<file path="config.mk">
export PLATFORM = sky130hd
export DESIGN_NAME = cv3_ctrl
export DESIGN_NICKNAME = d
export VERILOG_FILES = /design/src/sv/cv3_pkg.sv /design/src/sv/cv3_ctrl.sv
export SDC_FILE = /design/constraint.sdc
export NUM_CORES = 1
export LEC_CHECK = 0
export BUFFER_PORTS_ARGS = -buffer_cell sky130_fd_sc_hd__buf_2
export CAP_MARGIN = 25
export CORE_AREA = 2 2 39 41
export DETAILED_ROUTE_END_ITERATION = 8
export DIE_AREA = 0 0 41 43
export PLACE_DENSITY_LB_ADDON = 0.15
export REMOVE_ABC_BUFFERS = 1
export SYNTH_ARGS = -nofsm -noshare
export SYNTH_HDL_FRONTEND = slang
export SYNTH_SLANG_ARGS = --single-unit
</file>
<file path="constraint.sdc">
create_clock -name clk -period 3.1 [get_ports clk]
set_input_delay 0.155 -clock clk [delete_from_list [all_inputs] [get_ports clk]]
set_output_delay 0.155 -clock clk [all_outputs]
set_load 0.05 [all_outputs]
</file>
<file path="src/sv/cv3_pkg.sv">
package cv3_pkg;

  localparam int MAX_LINE = 1024;
  localparam int COL_W    = $clog2(MAX_LINE);
  localparam int LEN_W    = 11;
  localparam int CNT_W    = 16;
  localparam int POS_W    = 27;
  localparam int WB       = 16;
  localparam int NUM_W    = 28;
  localparam int DEN_W    = 20;
  localparam int IDX_W    = 3;
  localparam int CFG_W    = 48;

  localparam logic [IDX_W-1:0] REG_KPREV = 3'd0;
  localparam logic [IDX_W-1:0] REG_KTHIS = 3'd1;
  localparam logic [IDX_W-1:0] REG_KNEXT = 3'd2;
  localparam logic [IDX_W-1:0] REG_LEN   = 3'd3;
  localparam logic [IDX_W-1:0] REG_CNT   = 3'd4;

  localparam logic [CFG_W-1:0] KPREV_RST = 48'd4295098369;
  localparam logic [CFG_W-1:0] KTHIS_RST = 48'd8590196738;
  localparam logic [CFG_W-1:0] KNEXT_RST = 48'd4295098369;

  typedef logic [23:0] pix_t;

  typedef enum logic [4:0] {
    ST_IDLE  = 5'b00001,
    ST_SHIFT = 5'b00010,
    ST_MAC   = 5'b00100,
    ST_DIV   = 5'b01000,
    ST_HOLD  = 5'b10000
  } state_t;

  typedef struct packed {
    logic       take;
    logic       shift;
    logic       mac;
    logic       div;
    logic       load;
    logic [3:0] step;
  } cmd_t;

  typedef struct packed {
    logic drop;
    logic emit;
    logic out_free;
  } sts_t;

endpackage

</file>
<file path="src/sv/cv3_ctrl.sv">
module cv3_ctrl (
  input  logic          clk,
  input  logic          rst,
  input  logic          in_valid,
  output logic          in_ready,
  input  cv3_pkg::sts_t sts,
  output cv3_pkg::cmd_t cmd
);
  import cv3_pkg::*;

  state_t     state, state_next;
  logic [3:0] step, step_next;

  always_comb begin
    state_next = state;
    step_next  = step;
    cmd        = '0;
    cmd.step   = step;
    in_ready   = (state == ST_IDLE);
    case (state)
      ST_IDLE: begin
        if (in_valid) begin
          cmd.take = 1'b1;
          if (!sts.drop) state_next = ST_SHIFT;
        end
      end
      ST_SHIFT: begin
        cmd.shift = 1'b1;
        step_next = '0;
        state_next = sts.emit ? ST_MAC : ST_IDLE;
      end
      ST_MAC: begin
        cmd.mac = 1'b1;
        if (step == 4'd8) begin
          step_next  = '0;
          state_next = ST_DIV;
        end else begin
          step_next = step + 4'd1;
        end
      end
      ST_DIV: begin
        cmd.div = 1'b1;
        if (step == 4'd8) state_next = ST_HOLD;
        else step_next = step + 4'd1;
      end
      ST_HOLD: begin
        if (sts.out_free) begin
          cmd.load   = 1'b1;
          state_next = ST_IDLE;
        end
      end
      default: state_next = ST_IDLE;
    endcase
  end

  always_ff @(posedge clk) begin
    if (rst) begin
      state <= ST_IDLE;
      step  <= '0;
    end else begin
      state <= state_next;
      step  <= step_next;
    end
  end

endmodule

</file>
==> impl_results.rst, run 1 <==
.. list-table::
   :header-rows: 1

   * - Metric
     - Value
   * - Smallest hold slack
     - 0.1627 ns
   * - Final std cells w/o fill
     - 105
   * - Number of global-route vias before repair
     - 542
   * - Fillers
     - 153
   * - Hold depth
     - 2
   * - Static Leakage
     - 0.2889 nW
   * - CTS tree
     - yes
   * - Total negative slack
     - 0 ns
   * - Number of warning messages in the yosys log
     - 0
   * - Initial antenna violation count
     - 0
   * - Clock-pin slew on the worst setup and hold paths
     - 0.06 ns
   * - Row Count
     - 14
   * - Routed via count divided by cell count
     - 5.762
   * - Number of violations of the max-capacitance limit
     - 0
   * - Count of H-tree levels built during CTS
     - 1
   * - Reg2Reg Depth
     - 6
   * - Area of the die
     - 1763 um^2
   * - Clk root buf
     - sky130_fd_sc_hd__clkbuf_4
   * - Top-count cell post-synth
     - sky130_fd_sc_hd__dfxtp_1
   * - Top cells by count, synth
     - sky130_fd_sc_hd__dfxtp_1, sky130_fd_sc_hd__nor2_1, sky130_fd_sc_hd__a21oi_1, sky130_fd_sc_hd__nor3_1, sky130_fd_sc_hd__or3_1
   * - Post-synth design cell area
     - 614.3 um^2
   * - Clk buf depth
     - 2
   * - Final Power
     - 0.3453 mW
   * - # IOs
     - 16
   * - Headroom to the max-slew limit
     - 62.84%
   * - Hold-fix buffers, CTS
     - 0
   * - DRC marker count from the first detailed-route iteration
     - 6
   * - Worst setup SP type
     - register
   * - Critical path peak fanout
     - 9
   * - TritonCTS Sinks
     - 9
   * - # DRC
     - 0
   * - Setup violations, final
     - 0
   * - Status
     - completed
   * - Initial standard-cell utilization of the core
     - 44.39%
   * - Largest net degree at the start of global routing
     - 11
   * - Period utilisation layout
     - 57.51%
   * - Insertion delay to the later sink of the worst-skew pair
     - 0.26 ns
   * - Upper clock frequency limit
     - 560.9 MHz
   * - Startpoint of the lowest-slack register-to-register path
     - step[0]
   * - Quantity of I/O buffers inserted on ports
     - 15
   * - Cell Pwr Density
     - 490.2 nW/um^2
   * - Number of nets in the final layout
     - 98
   * - Final Hold Violating Endpoints
     - 0
   * - Type of the setup path with the least slack
     - register to output port
   * - Count of antenna diodes in the layout
     - 0
   * - Transition time at the pin with the least slew margin
     - 0.5541 ns
   * - Count of flip-flops with a built-in enable after synthesis
     - 0
   * - Fraction of final layout cells with drive strength greater than 1
     - 25.84%
   * - Post-layout minimum cycle time
     - 1.783 ns
   * - Die width
     - 41 um
   * - Hold Crit Endpoint
     - step[1]
   * - Mean instance size in the synthesized netlist
     - 8.083 um^2
   * - Area contributors post-synth
     - sky130_fd_sc_hd__dfxtp_1, sky130_fd_sc_hd__nor2_1, sky130_fd_sc_hd__a21oi_1
   * - Required time at the worst-slack endpoint
     - 2.94 ns
   * - Source of the worst hold timing path
     - rst
   * - Capture point of the worst reg-to-reg path
     - step[2]
   * - Post-synthesis cell type with the largest combined area
     - sky130_fd_sc_hd__dfxtp_1
   * - VDD IR-drop max
     - 0.0002563 V
   * - Setup clock skew after layout
     - 0.001295 ns
   * - Estimated wirelength of the detail-placed design
     - 1.000 mm
   * - Placed Cells
     - 101
   * - Hold WC Path Type
     - input port to register
   * - Share of Yosys cell area claimed by the top area cell type
     - 29.33%
   * - Data arrival time of the critical path
     - 1.63 ns
   * - Final ANT Viol Nets
     - 0
   * - RSZ-0062 raised after global routing
     - no
   * - First-pass GRT wire length
     - 2.228 mm
   * - # resized after CTS
     - 0
   * - Final count of pins violating max slew
     - 0
   * - Total detailed-routing wirelength
     - 1.347 mm
   * - Height of the chip
     - 43 um
   * - Standard cell core area
     - 1384 um^2
   * - Area growth from synthesis to layout
     - 14.66%
   * - Number of cells produced by synthesis
     - 76
   * - TritonCTS buffer count
     - 3
   * - Share of flip-flops with an asynchronous set or reset
     - 0%
   * - Wire length per cell
     - 12.83 um
   * - Postcts setup bufs
     - 0
   * - Number of detailed-routing iterations run before antenna repair
     - 4
   * - Overall global routing resource usage
     - 18.19%
   * - Sequential share of the synthesized area
     - 29.33%
   * - Global route overflow
     - 0
   * - Number of storage elements in the synthesis netlist
     - 9
   * - Top flip-flop cell by instance count after synthesis
     - sky130_fd_sc_hd__dfxtp_1
   * - RD Place Congestion
     - 0.8544
   * - Vias
     - 605
   * - Flop2flop setup slack
     - 1.41 ns
   * - Count of distinct cell types in the synthesized netlist
     - 34
   * - Kind of end point of the critical path
     - output port
==> final cells by class <==
type | instances | area (um^2) | share of cell area, %
Tap cell | 16 | 20.02 | 2.842
Inverter | 3 | 11.26 | 1.599
Sequential cell | 9 | 180.2 | 25.58
Multi-Input combinational cell | 58 | 391.6 | 55.60
Clock buffer | 4 | 26.28 | 3.730
Timing Repair Buffer | 15 | 75.07 | 10.66
==> logic make-up (layout without fill, tap and decap cells) <==
group                      after synthesis  in the layout  share of synthesized area [%]
DFF                                      9              9                          29.33
buffers and inverters                    9             22                          6.923
xor gates and xnor gates                 1              1                          1.426
adders and majority gates                2              2                          4.073
and+or+nand+nor                         37             37                          37.68
AOI/OAI and AO/OA                       18             18                          20.57
==> sequential cells by signal, summed over array words and instances, names as in the netlist <==
name	flops
state	5
step	4
==> stage by stage <==
step / cell area, um^2 / setup WS (ns) / utilization [%]
2_1_floorplan: 583.1 / 1.177 / -
3_3_place_gp: 678.2 / 1.539 / 49.01
3_5_place_dp: 678.2 / 1.440 / 49.01
4_1_cts: 704.4 / 1.320 / 50.90
5_1_grt: 704.4 / 1.198 / 50.90
6_report: 704.4 / 1.317 / 50.90
==> worst max path at each step <==
| stage | from | endpoint | slack, ns |
|---|---|---|---|
| finish | state[0] | cmd[6] | 1.32 |
| global route | state[0] | cmd[6] | 1.20 |
| CTS | state[2] | cmd[8] | 1.32 |
| detailed placement | step[0] | step[2] | 1.44 |
| global placement | state[2] | state[0] | 1.54 |
| floorplan | state[0] | step[3] | 1.18 |
==> critical path: stages, from the launching register on <==
cell and delay (ns):
sky130_fd_sc_hd__dfxtp_1 0.39, sky130_fd_sc_hd__or3_1 0.46, sky130_fd_sc_hd__nor2_1 0.22, sky130_fd_sc_hd__buf_2 0.30
==> per-layer routing <==
metal | share of wire, % | track usage [%]
met5 | 0 | 0
met4 | 0.97 | 8.000
met3 | 7.6 | 5.236
met2 | 42 | 26.56
met1 | 49 | 23.87
==> cells in the final DEF (no fill, tap or decap), types with 2 or more instances in the layout <==
master	n
sky130_fd_sc_hd__a211oi_1	2
sky130_fd_sc_hd__a21oi_1	5
sky130_fd_sc_hd__a22oi_1	2
sky130_fd_sc_hd__and2_1	2
sky130_fd_sc_hd__buf_2	15
sky130_fd_sc_hd__clkbuf_4	3
sky130_fd_sc_hd__dfxtp_1	9
sky130_fd_sc_hd__ha_1	2
sky130_fd_sc_hd__inv_1	3
sky130_fd_sc_hd__nand2_1	3
sky130_fd_sc_hd__nand2b_1	2
sky130_fd_sc_hd__nand3_1	2
sky130_fd_sc_hd__nand3b_1	3
sky130_fd_sc_hd__nor2_1	7
sky130_fd_sc_hd__nor3_1	4
sky130_fd_sc_hd__nor3b_1	3
sky130_fd_sc_hd__o21ai_0	3
sky130_fd_sc_hd__or3_1	4
==> power breakdown <==
part	leakage [nW]	switching, mW	internal, mW
sequential	0.0729	0.0155	0.122
combinational	0.201	0.0761	0.0399
clock	0.0150	0.0419	0.0497
total	0.289	0.134	0.212
Note: power is estimated with default switching activity, not from simulation.
==> inputs of run 2 (changes only) <==
--- a/config.mk
+++ b/config.mk
@@ -5,6 +5,7 @@
 export SDC_FILE = /design/constraint.sdc
 export NUM_CORES = 1
 export LEC_CHECK = 0
+export ABC_AREA = 1
 export BUFFER_PORTS_ARGS = -buffer_cell sky130_fd_sc_hd__buf_2
 export CAP_MARGIN = 25
 export CORE_AREA = 2 2 39 41
==> constraint.sdc (replaced) <==
create_clock -name clk -period 1.8 [get_ports clk]
set_input_delay 0.09 -clock clk [delete_from_list [all_inputs] [get_ports clk]]
set_output_delay 0.09 -clock clk [all_outputs]
set_load 0.05 [all_outputs]
==> run 2 against run 1 <==
Compared with the run above: cell count grew 30%; setup slack lost 0.93 ns; core utilization grew 4.3 points; count of clock-buffer cells in the layout is the same; synthesized cell count grew 33%; sequential share of layout area shrank 2.0 points; power grew 81%; cell area grew 8.5%.
==> impl_results.rst, run 2 <==
.. list-table::
   :header-rows: 1

   * - Metric
     - Value
   * - Status
     - completed
   * - Count of H-tree levels built during CTS
     - 1
   * - Headroom to the max-slew limit
     - 81.02%
   * - Capture point of the worst reg-to-reg path
     - state[1]
   * - Count of distinct cell types in the synthesized netlist
     - 18
   * - Area contributors post-synth
     - sky130_fd_sc_hd__dfxtp_1, sky130_fd_sc_hd__nand2_1, sky130_fd_sc_hd__inv_1
   * - Count of flip-flops with a built-in enable after synthesis
     - 0
   * - Sequential share of the synthesized area
     - 28.02%
   * - Share of Yosys cell area claimed by the top area cell type
     - 28.02%
   * - Kind of end point of the critical path
     - output port
   * - Estimated wirelength of the detail-placed design
     - 1.103 mm
   * - Flop2flop setup slack
     - 0.45 ns
   * - Area of the die
     - 1763 um^2
   * - Initial standard-cell utilization of the core
     - 46.47%
   * - Quantity of I/O buffers inserted on ports
     - 15
   * - Fraction of final layout cells with drive strength greater than 1
     - 25.00%
   * - Period utilisation layout
     - 78.70%
   * - Slowest cell delay on critical path
     - 0.34 ns
   * - DRC marker count from the first detailed-route iteration
     - 3
   * - Source of the worst hold timing path
     - sts[1]
   * - Critical path peak fanout
     - 5
   * - Data arrival time of the critical path
     - 1.33 ns
   * - Routed via count divided by cell count
     - 4.794
   * - PnR worst setup slack
     - 0.3835 ns
   * - Hold-fix buffers, CTS
     - 0
   * - Largest net degree at the start of global routing
     - 8
   * - Number of global-route vias before repair
     - 607
   * - Share of flip-flops with an asynchronous set or reset
     - 0%
   * - Top-count cell post-synth
     - sky130_fd_sc_hd__nand2_1
   * - Number of flip-flops under the largest register name
     - 5
   * - Register with the highest flop count
     - state
   * - Global route overflow
     - 0
   * - Cell internal pwr
     - 0.3626 mW
   * - Standard cell core area
     - 1384 um^2
   * - Top library cells by usage in the layout, fill and taps aside
     - sky130_fd_sc_hd__nand2_1, sky130_fd_sc_hd__inv_1, sky130_fd_sc_hd__buf_2, sky130_fd_sc_hd__nor2_1, sky130_fd_sc_hd__dfxtp_1
   * - Total detailed-routing wirelength
     - 1.297 mm
   * - Top cells by count, synth
     - sky130_fd_sc_hd__nand2_1, sky130_fd_sc_hd__inv_1, sky130_fd_sc_hd__nor2_1, sky130_fd_sc_hd__dfxtp_1, sky130_fd_sc_hd__nand3_1
   * - Wire length per cell
     - 9.537 um
   * - Setup violations, final
     - 0
   * - Hold Crit Endpoint
     - state[2]
   * - Count of antenna diodes in the layout
     - 0
   * - Top Registers
     - state x5, step x4
   * - # IOs
     - 16
   * - Area growth from synthesis to layout
     - 18.87%
   * - Vias
     - 652
   * - Final ANT Viol Nets
     - 0
   * - RD Place Congestion
     - 0.8438
   * - Overall global routing resource usage
     - 19.09%
   * - Final Hold Violating Endpoints
     - 0
   * - Hold WC Path Type
     - input port to register
   * - TritonCTS buffer count
     - 3
   * - Reg2Reg Depth
     - 10
   * - Number of violations of the max-capacitance limit
     - 0
   * - Number of nets in the final layout
     - 129
   * - First-pass GRT wire length
     - 2.325 mm
   * - Total negative slack
     - 0 ns
   * - VDD IR-drop max
     - 0.0003680 V
   * - Post-layout minimum cycle time
     - 1.417 ns
   * - Number of storage elements in the synthesis netlist
     - 9
   * - Transition time at the pin with the least slew margin
     - 0.2825 ns
   * - Mean instance size in the synthesized netlist
     - 6.367 um^2
   * - Clock-pin slew on the worst setup and hold paths
     - 0.06 ns
   * - Worst slack, placed
     - 0.4574 ns
   * - Setup clock skew after layout
     - 0.002154 ns
   * - Initial antenna violation count
     - 0
   * - Clk root buf
     - sky130_fd_sc_hd__clkbuf_4
   * - Total net switching power
     - 0.2627 mW
   * - Height of the chip
     - 43 um
   * - CTS tree
     - yes
   * - Number of warning messages in the yosys log
     - 0
   * - Comb pwr share
     - 36.8%
   * - Sequential Power Share
     - 37.0%
   * - Postcts setup bufs
     - 0
   * - Portion of total power attributed to the clock network
     - 26.1%
   * - Startpoint of the lowest-slack register-to-register path
     - step[0]
   * - Upper clock frequency limit
     - 705.9 MHz
   * - Post-synth design cell area
     - 643.1 um^2
   * - Post-synthesis cell type with the largest combined area
     - sky130_fd_sc_hd__dfxtp_1
   * - Switching Share
     - 42.02%
   * - Commonest non-fill, non-tap cell in the layout
     - sky130_fd_sc_hd__nand2_1
   * - Cell Pwr Density
     - 818.0 nW/um^2
   * - Required time at the worst-slack endpoint
     - 1.71 ns
   * - Hold depth
     - 3
   * - Clk buf depth
     - 2
   * - Top flip-flop cell by instance count after synthesis
     - sky130_fd_sc_hd__dfxtp_1
   * - Static Leakage
     - 0.4581 nW
   * - CP cell instances
     - nor2_4, nand3_2, inv_1, buf_2
   * - Number of detailed-routing iterations run before antenna repair
     - 4
   * - Row Count
     - 14
   * - Die width
     - 41 um
   * - TritonCTS Sinks
     - 9
   * - Slowest-stage cell, CP
     - sky130_fd_sc_hd__dfxtp_1
   * - Number of cells produced by synthesis
     - 101
   * - Insertion delay to the later sink of the worst-skew pair
     - 0.27 ns
   * - Final count of pins violating max slew
     - 0
   * - RSZ-0062 raised after global routing
     - no
   * - Smallest hold slack
     - 0.07583 ns
   * - Fillers
     - 163
   * - # DRC
     - 0
   * - Worst setup SP type
     - register
   * - # resized after CTS
     - 0
   * - Type of the setup path with the least slack
     - register to output port
run 2: changes by cell type after synthesis, sizes merged, moves of 3 or more:
cell    before  now
inv          3   22
nand2        3   29
or3          4    0
nor2         7   16
buf          3    0
nand3b       3    0
nand3        2   10
clkbuf       3    0
nand4        0    3
nor3         4    1
nor3b        3    0
run 2: kinds of logic after synthesis:
family / count (synthesis) / synth area share [%]
simple gates: 60 / 49.03
buf+inv: 22 / 12.84
flops: 9 / 28.02
compound gates: 8 / 6.224
fa+ha+maj: 2 / 3.890
run 2: layout make-up:
cell class                 count  area, um^2  area share [%]
inverter                      22       82.58           10.80
sequential                     9       180.2           23.57
clock buffer                   4       26.28           3.437
timing repair buffer          15       75.07           9.820
tap                           16       20.02           2.619
multi-input combinational     70       380.4           49.75
run 2: worst max-delay path by stage:
stage | start | end | slack (ns) | cells past startpoint
floorplan | step[0] | state[0] | 0.15 | 10
global placement | step[1] | state[1] | 0.48 | 10
detailed placement | step[0] | state[1] | 0.46 | 10
CTS | state[3] | cmd[8] | 0.37 | 4
global route | step[0] | state[1] | 0.26 | 10
finish | state[0] | cmd[6] | 0.38 | 4
run 2: power by group through the flow:
stage	logic (mW)	clock network (mW)	registers (mW)
floorplan	0.172	0	0.249
global placement	0.233	0	0.235
detailed placement	0.233	0	0.237
CTS	0.234	0.164	0.232
global route	0.256	0.173	0.234
finish	0.230	0.163	0.232
run 2: routing by layer:
metal / global-route usage [%] / vias to the layer above / routed length [um]
li1: - / 347 / -
met5: 0 / - / 0
met4: 10.00 / 0 / 34
met3: 3.141 / 5 / 69
met2: 32.19 / 16 / 685
met1: 21.31 / 284 / 508
run 2: per-stage QoR:
step           util, %  area [um^2]  std cells  power, mW
6_report         55.24        764.5        136     0.6253
4_1_cts          55.24        764.5        136     0.6297
3_5_place_dp     53.35        738.2        132     0.4700
2_1_floorplan        -        643.1        101     0.4218
3_3_place_gp     53.35        738.2        132     0.4683
5_1_grt          55.24        764.5        136     0.6634
run 2: worst max-delay path: cells and delay by family (launching register included):
| kind | cells | cell delay, ns |
|---|---|---|
| flip-flops | 1 | 0.34 |
| AND/OR/NAND/NOR | 2 | 0.31 |
| buffers and inverters | 2 | 0.41 |
